[src/rtl/deq_pkg.sv]
// ----------------------------------------------------------------------------
// deq_pkg
// Request and status codes, entry layout and sequencer states shared by the
// double-ended queue and its entry store.
// ----------------------------------------------------------------------------
package deq_pkg;

  typedef enum logic [2:0] {
    REQ_PUSH_FRONT = 3'd0,
    REQ_PUSH_BACK  = 3'd1,
    REQ_POP_FRONT  = 3'd2,
    REQ_POP_BACK   = 3'd3,
    REQ_PEEK_FRONT = 3'd4,
    REQ_PEEK_BACK  = 3'd5
  } req_e;

  typedef enum logic [1:0] {
    STAT_OK    = 2'd0,
    STAT_EMPTY = 2'd1,
    STAT_FULL  = 2'd2
  } status_e;

  typedef enum logic {
    S_IDLE = 1'b0,
    S_READ = 1'b1
  } state_e;

  // One task descriptor: code handle and argument word.
  typedef struct packed {
    logic [31:0] arg;
    logic [31:0] code;
  } entry_t;

endpackage

[src/rtl/deq_store.sv]
// ----------------------------------------------------------------------------
// deq_store
// Entry store of the queue: one write port, one read port, read data
// registered.
// ----------------------------------------------------------------------------
module deq_store #(
  parameter int DEPTH = 16,
  parameter int IW    = 4
) (
  input  logic            clk_i,
  input  logic            we_i,
  input  logic [IW-1:0]   waddr_i,
  input  deq_pkg::entry_t wdata_i,
  input  logic            re_i,
  input  logic [IW-1:0]   raddr_i,
  output deq_pkg::entry_t rdata_o
);
  import deq_pkg::*;

  entry_t mem [DEPTH];
  entry_t rdata_q;

  always_ff @(posedge clk_i) begin
    if (we_i) begin
      mem[waddr_i] <= wdata_i;
    end
  end

  always_ff @(posedge clk_i) begin
    if (re_i) begin
      rdata_q <= mem[raddr_i];
    end
  end

  assign rdata_o = rdata_q;

endmodule

[src/rtl/double_ended_queue_top.sv]
// ----------------------------------------------------------------------------
// double_ended_queue_top
// Bounded double-ended queue of task descriptors held in a ring of DEPTH
// entries in a synchronous store. Each item pushes at either end, pops from
// either end or peeks at either end, and returns one result carrying the
// status, the entry read (zero where none is read), the entry count and an
// empty flag. In the cycle an item is accepted the end pointers and the
// count are updated and the store is written or read; in the next the
// registered read data of the store is loaded into the result register.
// A new item is taken once the sequencer is idle and the result register
// is empty or being emptied. Pushes on a full queue, pops or peeks on an
// empty one and unused request codes leave the queue unchanged. Store
// contents need no clearing: the count guards every read.
// ----------------------------------------------------------------------------
module double_ended_queue_top #(
  parameter int DEPTH = 16,
  parameter int IW    = (DEPTH > 1) ? $clog2(DEPTH) : 1,
  parameter int CW    = $clog2(DEPTH + 1)
) (
  input  logic          clk_i,
  input  logic          rst_ni,
  input  logic          in_valid_i,
  output logic          in_ready_o,
  input  logic [2:0]    req_type_i,
  input  logic [31:0]   task_code_i,
  input  logic [31:0]   task_arg_i,
  output logic          out_valid_o,
  input  logic          out_ready_i,
  output logic [1:0]    status_o,
  output logic [31:0]   out_code_o,
  output logic [31:0]   out_arg_o,
  output logic [CW-1:0] entry_count_o,
  output logic          empty_flag_o
);
  import deq_pkg::*;

  localparam logic [IW-1:0] LastIdx = IW'(DEPTH - 1);
  localparam logic [CW-1:0] FullCnt = CW'(DEPTH);

  state_e state_q, state_d;

  logic [IW-1:0] front_q, front_d;
  logic [IW-1:0] back_q, back_d;
  logic [CW-1:0] count_q, count_d;

  // Item waiting for the store's read data
  status_e       pend_status_q, pend_status_d;
  logic          pend_rd_q, pend_rd_d;
  logic [CW-1:0] pend_count_q, pend_count_d;

  // Result register
  logic          out_valid_q, out_valid_d;
  status_e       out_status_q;
  entry_t        out_entry_q;
  logic [CW-1:0] out_count_q;

  logic          accept;
  logic          we, re;
  logic [IW-1:0] waddr, raddr;
  entry_t        wdata, rdata;
  logic [IW-1:0] front_next, front_prev, back_next, back_prev;
  logic          is_empty, is_full;

  assign front_next = (front_q == LastIdx) ? '0 : front_q + 1'b1;
  assign front_prev = (front_q == '0) ? LastIdx : front_q - 1'b1;
  assign back_next  = (back_q == LastIdx) ? '0 : back_q + 1'b1;
  assign back_prev  = (back_q == '0) ? LastIdx : back_q - 1'b1;
  assign is_empty   = (count_q == '0);
  assign is_full    = (count_q == FullCnt);

  assign in_ready_o = (state_q == S_IDLE) && (!out_valid_q || out_ready_i);
  assign accept     = in_valid_i && in_ready_o;
  assign wdata      = '{arg: task_arg_i, code: task_code_i};

  always_comb begin
    state_d       = state_q;
    front_d       = front_q;
    back_d        = back_q;
    count_d       = count_q;
    pend_status_d = pend_status_q;
    pend_rd_d     = pend_rd_q;
    pend_count_d  = pend_count_q;
    we            = 1'b0;
    re            = 1'b0;
    waddr         = back_q;
    raddr         = front_q;

    case (state_q)
      S_IDLE: begin
        if (accept) begin
          pend_status_d = STAT_OK;
          pend_rd_d     = 1'b0;
          case (req_type_i)
            REQ_PUSH_FRONT: begin
              if (is_full) begin
                pend_status_d = STAT_FULL;
              end else begin
                we      = 1'b1;
                waddr   = front_prev;
                front_d = front_prev;
                count_d = count_q + 1'b1;
              end
            end
            REQ_PUSH_BACK: begin
              if (is_full) begin
                pend_status_d = STAT_FULL;
              end else begin
                we      = 1'b1;
                waddr   = back_q;
                back_d  = back_next;
                count_d = count_q + 1'b1;
              end
            end
            REQ_POP_FRONT, REQ_PEEK_FRONT: begin
              if (is_empty) begin
                pend_status_d = STAT_EMPTY;
              end else begin
                re        = 1'b1;
                raddr     = front_q;
                pend_rd_d = 1'b1;
                if (req_type_i == REQ_POP_FRONT) begin
                  front_d = front_next;
                  count_d = count_q - 1'b1;
                end
              end
            end
            REQ_POP_BACK, REQ_PEEK_BACK: begin
              if (is_empty) begin
                pend_status_d = STAT_EMPTY;
              end else begin
                re        = 1'b1;
                raddr     = back_prev;
                pend_rd_d = 1'b1;
                if (req_type_i == REQ_POP_BACK) begin
                  back_d  = back_prev;
                  count_d = count_q - 1'b1;
                end
              end
            end
            default: begin
              // unused request codes: no effect
            end
          endcase
          pend_count_d = count_d;
          state_d      = S_READ;
        end
      end
      S_READ: begin
        state_d = S_IDLE;
      end
      default: begin
        state_d = S_IDLE;
      end
    endcase
  end

  always_ff @(posedge clk_i or negedge rst_ni) begin
    if (!rst_ni) begin
      state_q <= S_IDLE;
      front_q <= '0;
      back_q  <= '0;
      count_q <= '0;
    end else begin
      state_q <= state_d;
      front_q <= front_d;
      back_q  <= back_d;
      count_q <= count_d;
    end
  end

  always_ff @(posedge clk_i) begin
    pend_status_q <= pend_status_d;
    pend_rd_q     <= pend_rd_d;
    pend_count_q  <= pend_count_d;
  end

  deq_store #(
    .DEPTH (DEPTH),
    .IW    (IW)
  ) u_store (
    .clk_i   (clk_i),
    .we_i    (we),
    .waddr_i (waddr),
    .wdata_i (wdata),
    .re_i    (re),
    .raddr_i (raddr),
    .rdata_o (rdata)
  );

  // Load the result once the read data is out; drop it when taken.
  always_comb begin
    out_valid_d = out_valid_q;
    if (out_valid_q && out_ready_i) begin
      out_valid_d = 1'b0;
    end
    if (state_q == S_READ) begin
      out_valid_d = 1'b1;
    end
  end

  always_ff @(posedge clk_i or negedge rst_ni) begin
    if (!rst_ni) begin
      out_valid_q <= 1'b0;
    end else begin
      out_valid_q <= out_valid_d;
    end
  end

  always_ff @(posedge clk_i) begin
    if (state_q == S_READ) begin
      out_status_q <= pend_status_q;
      out_entry_q  <= pend_rd_q ? rdata : '0;
      out_count_q  <= pend_count_q;
    end
  end

  assign out_valid_o   = out_valid_q;
  assign status_o      = out_status_q;
  assign out_code_o    = out_entry_q.code;
  assign out_arg_o     = out_entry_q.arg;
  assign entry_count_o = out_count_q;
  assign empty_flag_o  = (out_count_q == '0);

`ifndef SYNTHESIS
  a_count_bound: assert property (@(posedge clk_i) disable iff (!rst_ni)
    count_q <= FullCnt)
    else $error("held count exceeds depth");

  a_ends_meet: assert property (@(posedge clk_i) disable iff (!rst_ni)
    (count_q == '0 || count_q == FullCnt) |-> front_q == back_q)
    else $error("end pointers disagree with count");

  a_accept_reads: assert property (@(posedge clk_i) disable iff (!rst_ni)
    accept |=> state_q == S_READ && !out_valid_q)
    else $error("item accepted while a result was pending");

  a_result_follows: assert property (@(posedge clk_i) disable iff (!rst_ni)
    state_q == S_READ |=> out_valid_q && out_count_q == $past(count_q))
    else $error("result not loaded after read");

  a_no_rw_overlap: assert property (@(posedge clk_i) disable iff (!rst_ni)
    !(we && re))
    else $error("store written and read by one item");
`endif

endmodule

[config.mk]
export PLATFORM = sky130hd
export DESIGN_NAME = double_ended_queue_top
export DESIGN_NICKNAME = d
export VERILOG_FILES = /design/src/rtl/deq_pkg.sv /design/src/rtl/deq_store.sv /design/src/rtl/double_ended_queue_top.sv
export SDC_FILE = /design/constraint.sdc
export NUM_CORES = 1
export LEC_CHECK = 0
export BUFFER_PORTS_ARGS = -buffer_cell sky130_fd_sc_hd__buf_2
export CAP_MARGIN = 0
export CORE_MARGIN = 5
export CORE_UTILIZATION = 30
export CTS_CLUSTER_SIZE = 8
export DETAILED_ROUTE_END_ITERATION = 10
export HOLD_SLACK_MARGIN = 0.08
export PLACE_DENSITY = 0.55
export SLEW_MARGIN = 20
export SYNTH_ARGS = -nofsm -noshare
export SYNTH_HDL_FRONTEND = slang
export SYNTH_HIERARCHICAL = 1
export SYNTH_SLANG_ARGS = --single-unit
[constraint.sdc]
create_clock -name clk_i -period 7.89 [get_ports clk_i]
set_clock_uncertainty 0.15 [all_clocks]
set_input_delay 0.3945 -clock clk_i [delete_from_list [all_inputs] [get_ports clk_i]]
set_output_delay 0.3945 -clock clk_i [all_outputs]
set_load 0.02 [all_outputs]
==> Yosys cells after proc, flatten, opt, wreduce, memory -nomap -nowiden <==
Memory sizes are Yosys's and may differ from the RTL's. A register that Yosys moved wholly into a read port is not among the register bits.
Index checks and enable logic that the tools add are counted.
W data, S select, Z words.
{ "word_totals": {"word_cells": 97, "mem_count": 1, "ram_bits": 1024, "regBits": 94, "inputBits": 71} }
{ "mem_list": {"columns": ["name", "depth", "width", "read_ports", "rd_clocked_by_memory_dff", "write_ports", "line", "source"], "rows": [
  ["u_store.mem", 16, 64, 1, 1, 1, "deq_store.sv:20", "entry_t mem [DEPTH];"]
]} }
{ "op_classes": {"n_eq_ne": 14, "n_bitwise": 1, "n_mux": 43, "n_addsub": 6, "n_reduce_logical": 20} }
{ "op_table": {"columns": ["op", "n"], "rows": [
  ["$mux W4", 18],
  ["$mux W5", 5],
  ["$pmux W4 S2", 2],
  ["$pmux W5 S3", 1],
  ["$mux W1", 14],
  ["$ne A2 B2 Y1 const B", 6],
  ["$reduce_and A6 Y1", 2],
  ["$logic_not A5 Y1", 2],
  ["$add A4 B1 Y4 const B", 2],
  ["$eq A4 B4 Y1 const B", 2],
  ["$logic_not A4 Y1", 2],
  ["$sub A4 B1 Y4 const B", 2],
  ["$eq A3 B2 Y1 const B", 2],
  ["$eq A3 B3 Y1 const B", 2],
  ["$reduce_bool A2 Y1", 3],
  ["$reduce_or A2 Y1", 3],
  ["$add A5 B1 Y5 const B", 1],
  ["$eq A5 B5 Y1 const B", 1],
  ["$sub A5 B1 Y5 const B", 1],
  ["$pmux W2 S2", 1],
  ["$reduce_or A4 Y1", 1],
  ["$eq A3 B1 Y1 const B", 1],
  ["$logic_and A1 B1 Y1", 3],
  ["$logic_not A3 Y1", 1],
  ["6 further kinds", 6]
]} }

==> Logic depth before layout (Yosys ltp) <==
Gate-level depths: netlist (run 1).
{ "logic_depth": {"word_depth": 8, "ltp_mapped": 12} }

==> Modules after synthesis <==
The synthesis (run 1) kept the hierarchy.
{ "by_module_without_submodules": {"columns": ["module", "n_inst", "seq_area_each_um2", "cells_each", "area_each_um2"], "rows": [
  ["deq_store", 1, 32671.3, 1647, 40222.3],
  ["double_ended_queue_top", 1, 2747.6, 332, 4410.5]
]} }

==> Worst setup path before layout (run 1) <==
OpenSTA, ideal clock, no wires.
{ "synth_path": {"path_type": "flip-flop to flip-flop", "startpoint": "register state_q", "endpoint": "memory u_store/mem[0][0] in the netlist's numbering, enable pin", "path_stages_with_launch": 7, "setup_ns": 0.565, "path_buffers": 0, "slack_ns": -0.659, "period_less_slack_ns": 8.549, "t_arrival_ns": 7.834, "path_cell_list": "dfrtp_1 > nand3b_4 > inv_2 > nand4_1 > mux2_2 > or3b_2 > nor3_1"} }
{ "synth_between": {"word_cells_on_any_way": 9} }
{ "synth_lines": {"columns": ["item", "line", "source"], "rows": [
  ["from (decl)", "double_ended_queue_top.sv:40", "state_e state_q, state_d;"],
  ["from (signal assigned)", "double_ended_queue_top.sv:164", "state_q <= state_d;"],
  ["$not A1 Y1 (no source line)", null, null],
  ["$logic_and A1 B1 Y1", "double_ended_queue_top.sv:71", "assign in_ready_o = (state_q == S_IDLE) && (!out_valid_q || out_ready_i);"],
  ["$logic_and A1 B1 Y1", "double_ended_queue_top.sv:72", "assign accept = in_valid_i && in_ready_o;"],
  ["$mux W4", "double_ended_queue_top.sv:90", "if (accept) begin"],
  ["$mux W4 *", "double_ended_queue_top.sv:88", "case (state_q)"],
  ["via waddr[3]", "double_ended_queue_top.sv:59", "logic [IW-1:0] waddr, raddr;"],
  ["to (decl)", "deq_store.sv:20", null]
]} }
Mark *: on every way through the listed nets, which the timed path passes. The rest lies on a longest branch.

==> Final worst setup path (run 1) <==
{ "layout_path": {"startpoint": "register state_q", "endpoint": "memory u_store/mem[15][49] in the netlist's numbering, enable pin"} }
The elaborated chain is that of the path after synthesis.

==> run metrics, run 1 <==
GP Congestion=around 0.76; worst stage delay on the critical path=0.94 ns; Tot Pwr=17800 uW; Worst Path Required=8.11 ns; # setup viols final=0; Main synth FF type=edfxtp_1; final period demand of the worst path=4.83 ns; Routed Antenna Nets=0; most numerous cell in the Yosys netlist=edfxtp_1; Pwr Density=334 nW/um2; Worst-Margin Slew=1.23 ns; Die X=396 um; row cnt=141; gr ovfl total=0; relative max-transition margin=a little under a fifth; asr flop ratio synth=1.27%; Hold Path Class=input pin to flip-flop; first-pass GRT wire length=between 150 and 200 mm; clock slew at reported path FFs=0.05 ns; fin. max-slew vios=0; Cell Chain, Critical Path=nand3b_4, inv_2, nand4_1, mux2i_1, nand2_1, nor2_4, buf_4; TritonCTS clock tree=yes; Worst Path Buf+Inv=2; CP top delay family=simple AND/OR/NAND/NOR gates; CP Max Fanout=26; Pre-Repair DR Iteration Count=5; Fmax achieved=207 MHz; Yosys reg bits=1182; Synth top area share=78.5%; CTS Root Cell=clkbuf_16; drt total wl=105 mm; non-filler cells, final=4288; setup slack, reg-to-reg=3.06 ns; Post-CTS Setup Bufs=0; Via density=just under 5; Nets=2399; Worst VDD drop=320 uV; fin worst setup slack=3.06 ns; Port Buf Inserts=between 100 and 150; pre-CTS setup slack=2.93 ns; top post-synthesis cells by area=edfxtp_1 79%, mux4_2 13%, a22oi_1 2.2%; Synth area leader=edfxtp_1; H-tree levels=4; Yosys warnings=6; Bufs on Longest Clock Path=3; routed len/inst=24.5 um; Placed Cells=4005; DRC viols=0; Avg Synthesized Cell Area=between 20 and 25 um2; Startpoint Class=flip-flop; Seq/Total Area, Yosys=79.4%; total CTS buffers=167; Initial DRC Count=1564; WP data arrival=~5.1 ns; GRT Overall Usage=13.3%; status=completed; vias in the first global route=between 20000 and 25000; setup repair after global routing missed its margin=no; mapped cell area=between 40000 and 50000 um2; I/O Pins=approximately 150; hpwl dp=between 50 and 60 mm; CP endpoint kind=flip-flop; largest net degree at the start of global routing=152; Cell variety after synth=67; clk sinks=between 1000 and 1500; die area=157000 um2; # Max-Cap Violations=0; CP max stage cell=nor2_4; DIE HEIGHT=396 um; post-layout util=36.1%; EDFF count, synth=1167; Initial Util=30.2%; share of cells above drive strength 1=roughly 29%; final hold viol count=0; Syn Inst Count=1979; vias=21200; critical path class=flip-flop to flip-flop; leakage dissipation=0.0171 uW; clk_lat worst skew=~0.74 ns; crit share post-route=61.2%; area delta synth->final=19.5%; Mapped Nets=2059; setup tns final=0 ns; antenna violations before repair=18; core outline area=148000 um2; most frequent cells after synthesis=1167 x edfxtp_1, 256 x mux4_2, 129 x a22oi_1
## placed cells by master, fill, tap and decap left out, types with 5 or more instances in the layout
| cell type | netlist | layout |
|---|---|---|
| buf_2 | 16 | 144 |
| diode_2 | 0 | 10 |
| buf_4 | 8 | 38 |
| clkbuf_1 | 48 | 11 |
| buf_12 | 0 | 5 |
| dlygate4sd3_1 | 0 | 71 |
| nand3_1 | 8 | 8 |
| mux2i_1 | 9 | 7 |
| nand2_1 | 72 | 72 |
| xnor2_1 | 5 | 5 |
| nor2_1 | 23 | 10 |
| nor2_4 | 0 | 13 |
| edfxtp_1 | 1167 | 1167 |
| dfrtp_1 | 15 | 14 |
| inv_1 | 16 | 16 |
| nor2b_1 | 7 | 5 |
| o21ai_0 | 11 | 11 |
| ha_1 | 9 | 9 |
| clkbuf_16 | 0 | 169 |
| mux4_2 | 256 | 256 |
| buf_16 | 0 | 9 |
| and2_1 | 67 | 65 |
| a21oi_1 | 7 | 7 |
| inv_6 | 0 | 7 |
| nand2b_1 | 9 | 9 |
| a22oi_1 | 129 | 129 |
## tightest hold or removal path, cell delays in order
cell      delay, ns
buf_2          0.19
nand2b_1       0.18
o21ai_0        0.11
o31ai_1        0.09
o21ai_1        0.10
## report_power, final
part | internal [uW] | switching, uW
Combinational | 1830 | 2280
Clock | 3780 | 2470
Sequential | 7300 | 147
Total | 12900 | 4890
## stage by stage
| stage | area [um2] | hold slack (ns) |
|---|---|---|
| after floorplan | 44600 | -0.0511 |
| after global routing | 53300 | 0.207 |
| after global placement | 47800 | 0.191 |
| after detailed placement | 48000 | 0.203 |
| final | 53300 | 0.240 |
| after CTS | 53200 | 0.144 |
## state kept, by name (all words and copies together), names as in the netlist
register / count
pend_status_q: 2
pend_count_q: 5
back_q: 4
out_code_o: 32
u_store/mem: 1024
status_o: 2
out_arg_o: 32
u_store/rdata_o: 64
state_q: 1
front_q: 4
entry_count_o: 5
count_q: 5
pend_rd_q: 1
out_valid_o: 1
## what timing repair did
| item | 4_1_cts | 5_1_grt |
|---|---|---|
| hold buffers | 71 | 0 |
| resized for setup | 0 | 0 |
| endpoints found under the hold margin | 1052 | 0 |
## cell families (layout without fill, tap and decap cells)
| group | after synthesis | after routing | synth area share [%] |
|---|---|---|---|
| buf+inv | 115 | 484 | 1.30 |
| mux | 271 | 271 | 13.3 |
| xor+xnor | 10 | 10 | 0.247 |
| other cells | 0 | 10 | 0 |
| simple gates | 215 | 215 | 2.61 |
| fa+ha+maj | 9 | 9 | 0.252 |
| compound gates | 177 | 177 | 2.95 |
| flops | 1182 | 1182 | 79.4 |
## routing by layer
layer  GRT usage [%]  wire [um]
met5               0         62
met4            3.44       1880
met3            3.13       6700
met2            22.3      52200
met1            17.7      44300
## final cells by class
cell class	count	area, um2
Sequential cell	1182	35400
Clock inverter	18	224
Antenna cell	10	25.0
Timing Repair Buffer	269	2090
Multi-Input combinational cell	682	8810
Clock buffer	180	4270
Fill cell	13400	94500
Inverter	17	63.8
Tap cell	1930	2410
## worst paths after layout
path	endpoint	from	cells past startpoint
setup / recovery	u_store/mem[15][49]$_DFFE_PP_	state_q$_DFF_PN0_	7
setup reg to reg	u_store/mem[15][49]$_DFFE_PP_	state_q$_DFF_PN0_	7
hold / removal	count_q[4]$_DFFE_PN0P_	req_type_i[1]	5
min in group asynchronous	state_q$_DFF_PN0_	rst_ni	3
hold reg to reg	status_o[0]$_DFFE_PP_	pend_status_q[0]$_DFFE_PP_	0
max in group asynchronous	state_q$_DFF_PN0_	rst_ni	3
(Power assumes the default switching activity.)
==> inputs of run 2 (changes only) <==
- PLACE_DENSITY: 0.55 -> 0.53
- clock period: 7.89 -> 4.8 ns (I/O delays scaled with it)
==> run 2 against run 1 <==
  * Clock-buffer cell count is 20 higher
  * First-iteration DRC count is 13% higher
  * Non-clock buffer count is 13 higher
  * Critical path depth is 2 higher
  * Cell count is 0.77% higher
  * Global-route usage is 0.96 points higher
  * Utilization is 0.28 points higher
  * Largest power group unchanged
==> run metrics, run 2 (synthesis gave the netlist of run 1 again) <==
gr ovfl total=0 (unchanged); H-tree levels=4 (unchanged); relative max-transition margin=34.9% (+17 points); Pwr Density=552 nW/um2 (+65%); Worst-Margin Slew=0.976 ns (-0.253 ns); CTS Root Cell=clkbuf_16; final hold viol count=0 (unchanged); setup slack, reg-to-reg=0.38 ns (-2.68 ns); clk sinks=1182 (unchanged); Via density=4.91 (-0.62%); Initial DRC Count=1766 (+13%); Startpoint Class=flip-flop; r2r endpoint=u_store/mem[0][48]$_DFFE_PP_; clock slew at reported path FFs=0.05 ns (about the same); share of cells above drive strength 1=29.0% (+0.044 points); # Max-Cap Violations=0 (unchanged); most frequent cells in the layout=1167 x edfxtp_1, 256 x mux4_2, 169 x clkbuf_16, 144 x buf_2, 129 x a22oi_1; number of cells on the worst reg-to-reg path=9 (+2); DRC viols=0 (unchanged); PostCTS Resize Cnt=0 (unchanged); fill cell count=13400 (-0.037%); hpwl dp=57.3 mm (+0.55%); WP data arrival=4.71 ns (-0.34 ns); met1 GRT Util=18.7% (+1.0 points); Pre-Repair DR Iteration Count=5 (unchanged); commonest non-fill, non-tap cell in the layout=edfxtp_1; setup repair after global routing missed its margin=no; DIE HEIGHT=396 um (unchanged); most used routing layer in global routing=met2; first-pass GRT wire length=163 mm (+5.3%); drt total wl=112 mm (+6.6%); Worst VDD drop=304 uV (-5.0%); Die X=396 um (unchanged); Tot Pwr=29700 uW (+67%); CP max stage cell=dlygate4sd3_1; area delta synth->final=20.4%; placed instance area=48300 um2 (+0.63%); I/O Pins=145 (unchanged); Cell Chain, Critical Path=nand2b_1, nand3b_4, dlygate4sd3_1, inv_2, nand4_1, mux2_2, or3b_2, nor3_4, buf_4; row cnt=141 (unchanged); critical path class=flip-flop to flip-flop; Fmax achieved=226 MHz (+9.3%); Bufs on Longest Clock Path=3 (unchanged); Post-CTS Setup Bufs=0 (unchanged); die area=157000 um2 (unchanged); largest net degree at the start of global routing=91 (-40%); hold path cells=2 (-3); vias=21200 (+0.15%); Initial Util=30.2% (unchanged); GRT Overall Usage=14.3% (+0.96 points); post-layout util=36.3% (+0.28 points); CP endpoint kind=flip-flop; antenna violations before repair=15 (-3); Largest Register=u_store/mem; setup tns final=0 ns (unchanged); fin. max-slew vios=0 (unchanged); Hold Path Class=input pin to flip-flop; design area=53700 um2 (+0.78%); Largest register FFs=1024 (unchanged); Port Buf Inserts=144 (unchanged); # setup viols final=0 (unchanged); total CTS buffers=167 (unchanged); CP Max Fanout=16 (-38%); worst hold path endpoint=u_store/mem[7][27]$_DFFE_PP_; Hold Startpoint=task_code_i[27]; grt met3 use=3.05% (-0.074 points); Critical R2R Launch=out_valid_o$_DFFE_PN0P_; Routed Antenna Nets=0 (unchanged); TritonCTS clock tree=yes; worst stage delay on the critical path=0.73 ns (-0.21 ns); Worst Path Required=5.10 ns (-3.01 ns); final period demand of the worst path=4.42 ns (-0.412 ns); leakage dissipation=0.0173 uW (+0.91%); clk_lat worst skew=0.79 ns (+0.05 ns); vias in the first global route=23100 (+2.0%); met2 Track Usage GR=24.5% (+2.2 points); GP Congestion=0.780 (+2.5%); status=completed; Hold-fix buffers, CTS=76 (+7.0%); Nets=2412 (+0.54%); core outline area=148000 um2 (unchanged); routed len/inst=25.9 um (+5.8%); crit share post-route=92.0% (+31 points)
[run 2: cell count changes in the layout (fill, tap and decap cells not counted), moves of 2 or more]
cell | previous run | this run
inv_16 | 0 | 4
nor3_2 | 3 | 1
buf_8 | 2 | 0
dlygate4sd3_1 | 71 | 76
diode_2 | 10 | 12
clkinv_16 | 3 | 5
clkinv_1 | 3 | 1
buf_16 | 9 | 0
buf_12 | 5 | 30
nor3_4 | 3 | 5
clkbuf_8 | 0 | 2
inv_6 | 7 | 2
clkbuf_1 | 11 | 29
buf_4 | 38 | 32
[run 2: final cells by class]
cell class / instances / area, um2 / area share, %
antenna: 12 / 30.0 / 0.0559
clock buffer: 200 / 4370 / 8.12
clock inverter: 16 / 298 / 0.554
inverter: 17 / 63.8 / 0.119
multi-input combinational: 682 / 8820 / 16.4
sequential: 1182 / 35400 / 65.9
tap: 1930 / 2410 / 4.49
timing repair buffer: 282 / 2320 / 4.32
[run 2: critical path, delay by kind of cell, from the launching register on]
kind,cells,cell delay [ns]
flops,1,0.37
simple gates,5,1.73
mux,1,0.42
buf+inv,3,1.39
[run 2: how the worst max path moves through the flow]
stage                            startpoint                             to  slack (ns)  cells past startpoint
finish              out_valid_o$_DFFE_PN0P_   u_store/mem[0][48]$_DFFE_PP_        0.38                      9
global placement     count_q[0]$_DFFE_PN0P_  u_store/rdata_o[54]$_DFFE_PP_        0.99                     10
floorplan                 state_q$_DFF_PN0_    u_store/mem[0][0]$_DFFE_PP_        0.12                      6
detailed placement   count_q[0]$_DFFE_PN0P_  u_store/rdata_o[39]$_DFFE_PP_        0.96                     10
CTS                 out_valid_o$_DFFE_PN0P_   u_store/mem[0][48]$_DFFE_PP_        0.40                      9
global route        out_valid_o$_DFFE_PN0P_   u_store/mem[0][48]$_DFFE_PP_        0.22                      9
[run 2: layer usage]
| layer | routed length (um) | up-vias | share of wire (%) |
|---|---|---|---|
| met5 | 41 | - | 0.037 |
| met4 | 1750 | 6 | 1.6 |
| met3 | 6210 | 148 | 5.5 |
| met2 | 57000 | 620 | 51 |
| met1 | 47100 | 11400 | 42 |
| li1 | - | 9010 | - |
[run 2: where the power goes]
part	leakage, uW	internal (uW)	total (uW)	switching [uW]
Clock	0.00226	6340	10600	4210
Combinational	0.00428	3110	6880	3770
Sequential	0.0107	12000	12200	220
Total	0.0173	21500	29700	8200
[run 2: through the flow]
stage	instances	setup slack (ns)	hold WS (ns)
finish	4321	0.385	0.234
floorplan	1979	0.124	-0.206
global placement	4017	0.991	0.0293
CTS	4309	0.401	0.175
global route	4310	0.218	0.208
detailed placement	4017	0.964	0.0412
==> inputs of run 3 (changes only) <==
- CTS_CLUSTER_SIZE: 8 -> 10
- PLACE_DENSITY: 0.53 -> 0.5
==> run 3 against run 2 <==
  * Combinational power is 0.7% higher
  * Non-clock buffer count is 2 lower
  * Register-to-register slack worse by 0.097 ns
  * Cell count is 1.0% lower
  * Utilization is 0.54 points lower
  * Die area stayed put
  * Power is 4.1% lower
  * Design area is 1.5% lower
  * Flip-flop and latch count stayed put
  * Sequential power hardly changed
  * Largest cell class unchanged
  * Largest power group unchanged
  * Setup slack worse by 0.097 ns
  * Wire length is 0.52% lower
==> run metrics, run 3 (synthesis gave the netlist of run 1 again) <==
pre-CTS setup slack=0.758 ns (-0.206 ns); drt total wl=111 mm (-0.52%); Pwr Density=537 nW/um2 (-2.6%); CP Max Fanout=25 (+9); r2r endpoint=u_store/mem[14][52]$_DFFE_PP_; Largest Register=u_store/mem; I/O Pins=145 (unchanged); final hold viol count=0 (unchanged); routed len/inst=26.1 um (+0.52%); leakage dissipation=0.0169 uW (-2.1%); Pre-Repair DR Iteration Count=7 (+2); CP max stage cell=dlygate4sd3_1; Crit path depth=10 (+1); Routed Antenna Nets=0 (unchanged); post-layout util=35.8% (-0.54 points); fill cell count=13500 (+1.2%); Port Buf Inserts=144 (unchanged); area delta synth->final=18.6%; # Max-Cap Violations=0 (unchanged); Worst VDD drop=473 uV (+55%); Die X=396 um (unchanged); die area=157000 um2 (unchanged); TritonCTS clock tree=yes; hpwl dp=55.7 mm (-2.8%); largest net degree at the start of global routing=101 (+11%); DIE HEIGHT=396 um (unchanged); total CTS buffers=140 (-16%); CP top delay family=buffers and inverters; antenna violations before repair=13 (-2); crit share post-route=94.0% (+2.0 points); first-pass GRT wire length=161 mm (-1.2%); row cnt=141 (unchanged); final period demand of the worst path=4.51 ns (+0.0969 ns); vias=21200 (-0.27%); Largest register FFs=1024 (unchanged); WP data arrival=4.73 ns (+0.02 ns); core outline area=148000 um2 (unchanged); # setup viols final=0 (unchanged); CTS Root Cell=clkbuf_16; Hold Path Class=input pin to flip-flop; share of cells above drive strength 1=28.4% (-0.59 points); Worst Path Buf+Inv=4 (+1); relative max-transition margin=28.4% (-6.6 points); most frequent cells in the layout=1167 x edfxtp_1, 256 x mux4_2, 145 x clkbuf_16, 144 x buf_2, 129 x a22oi_1; Worst Setup EP=u_store/mem[14][52]$_DFFE_PP_; Nets=2384 (-1.2%); CP endpoint kind=flip-flop; critical path class=flip-flop to flip-flop; GRT Overall Usage=14.1% (-0.22 points); Worst-Margin Slew=1.07 ns (+0.0983 ns); clk sinks=1182 (unchanged); Fmax achieved=222 MHz (-2.1%); GP Congestion=0.741 (-4.9%); DRC viols=0 (unchanged); setup slack, reg-to-reg=0.29 ns (-0.10 ns); Via density=4.95 (+0.78%); Initial Util=30.2% (unchanged); Critical R2R Launch=out_valid_o$_DFFE_PN0P_; number of cells on the worst reg-to-reg path=10 (+1); Bufs on Longest Clock Path=3 (unchanged); fin. max-slew vios=0 (unchanged); clk_lat worst skew=0.75 ns (-0.04 ns); commonest non-fill, non-tap cell in the layout=edfxtp_1; setup repair after global routing missed its margin=no; Initial DRC Count=1838 (+4.1%); vias in the first global route=22600 (-2.2%); H-tree levels=4 (unchanged); status=completed; gr ovfl total=0 (unchanged); setup tns final=0 ns (unchanged); fin worst setup slack=0.288 ns (-0.0969 ns); worst stage delay on the critical path=0.73 ns (about the same); clock slew at reported path FFs=0.06 ns (about the same); Critical Path Source=out_valid_o$_DFFE_PN0P_; Cell Chain, Critical Path=nand2b_1, nand3b_4, dlygate4sd3_1, inv_2, nand4_1, mux2i_1, buf_4, nand2b_1, nor2_4, buf_4; Startpoint Class=flip-flop; Worst Path Required=5.01 ns (-0.09 ns)
run 3: worst min-delay path by stage:
stage | from | end | slack [ns] | depth (start not counted)
finish | task_arg_i[29] | u_store/mem[12][61]$_DFFE_PP_ | 0.27 | 2
floorplan | rst_ni | back_q[0]$_DFFE_PN0P_ | -0.21 | 0
global route | task_arg_i[29] | u_store/mem[12][61]$_DFFE_PP_ | 0.26 | 2
global placement | rst_ni | count_q[3]$_DFFE_PN0P_ | 0.03 | 1
CTS | task_arg_i[29] | u_store/mem[12][61]$_DFFE_PP_ | 0.21 | 2
detailed placement | rst_ni | count_q[3]$_DFFE_PN0P_ | 0.04 | 1
run 3: where the power goes:
part | internal [uW] | switching [uW]
logic | 3100 | 3820
clock network | 5470 | 3840
registers | 12000 | 209
run 3: cell type report:
class | count | area (um2) | share of cell area, %
flip-flops and latches | 1182 | 35400 | 66.9
inverters | 17 | 63.8 | 0.121
repair buffers | 280 | 2320 | 4.38
well taps | 1930 | 2410 | 4.56
clock inverters | 18 | 183 | 0.345
clock buffers | 157 | 3680 | 6.96
diodes | 9 | 22.5 | 0.0425
multi-input cells | 683 | 8830 | 16.7
run 3: what timing repair did:
item	CTS	global route
gates resized for setup	0	0
buffers inserted	0	4
hold buffers	75	0
setup endpoints to repair	0	90
endpoints found under the hold margin	1063	0
run 3: worst register-to-register path, stage by stage, from the launching register on:
cell and delay [ns]:
dfrtp_1 0.38, nand2b_1 0.18, nand3b_4 0.14, dlygate4sd3_1 0.73, inv_2 0.32, nand4_1 0.34
mux2i_1 0.63, buf_4 0.27, nand2b_1 0.26, nor2_4 0.21, buf_4 0.51
run 3: layer usage:
layer  global-route usage (%)  share of wire (%)  up-vias
li1                         -                  -     8933
met1                     20.0                 45    11500
met2                     22.3                 48      601
met3                     3.03                5.2      154
met4                     3.36                1.7        2
met5                        0             0.0090        -
run 3: through the flow:
| stage | area, um2 | hold WS, ns | instances | total power, uW |
|---|---|---|---|---|
| 2_1_floorplan | 44800 | -0.206 | 1979 | 17300 |
| 3_3_place_gp | 48300 | 0.0349 | 4012 | 19300 |
| 3_5_place_dp | 48300 | 0.0449 | 4012 | 19400 |
| 4_1_cts | 52900 | 0.207 | 4262 | 28900 |
| 5_1_grt | 52900 | 0.255 | 4267 | 29800 |
| 6_report | 52900 | 0.268 | 4276 | 28400 |
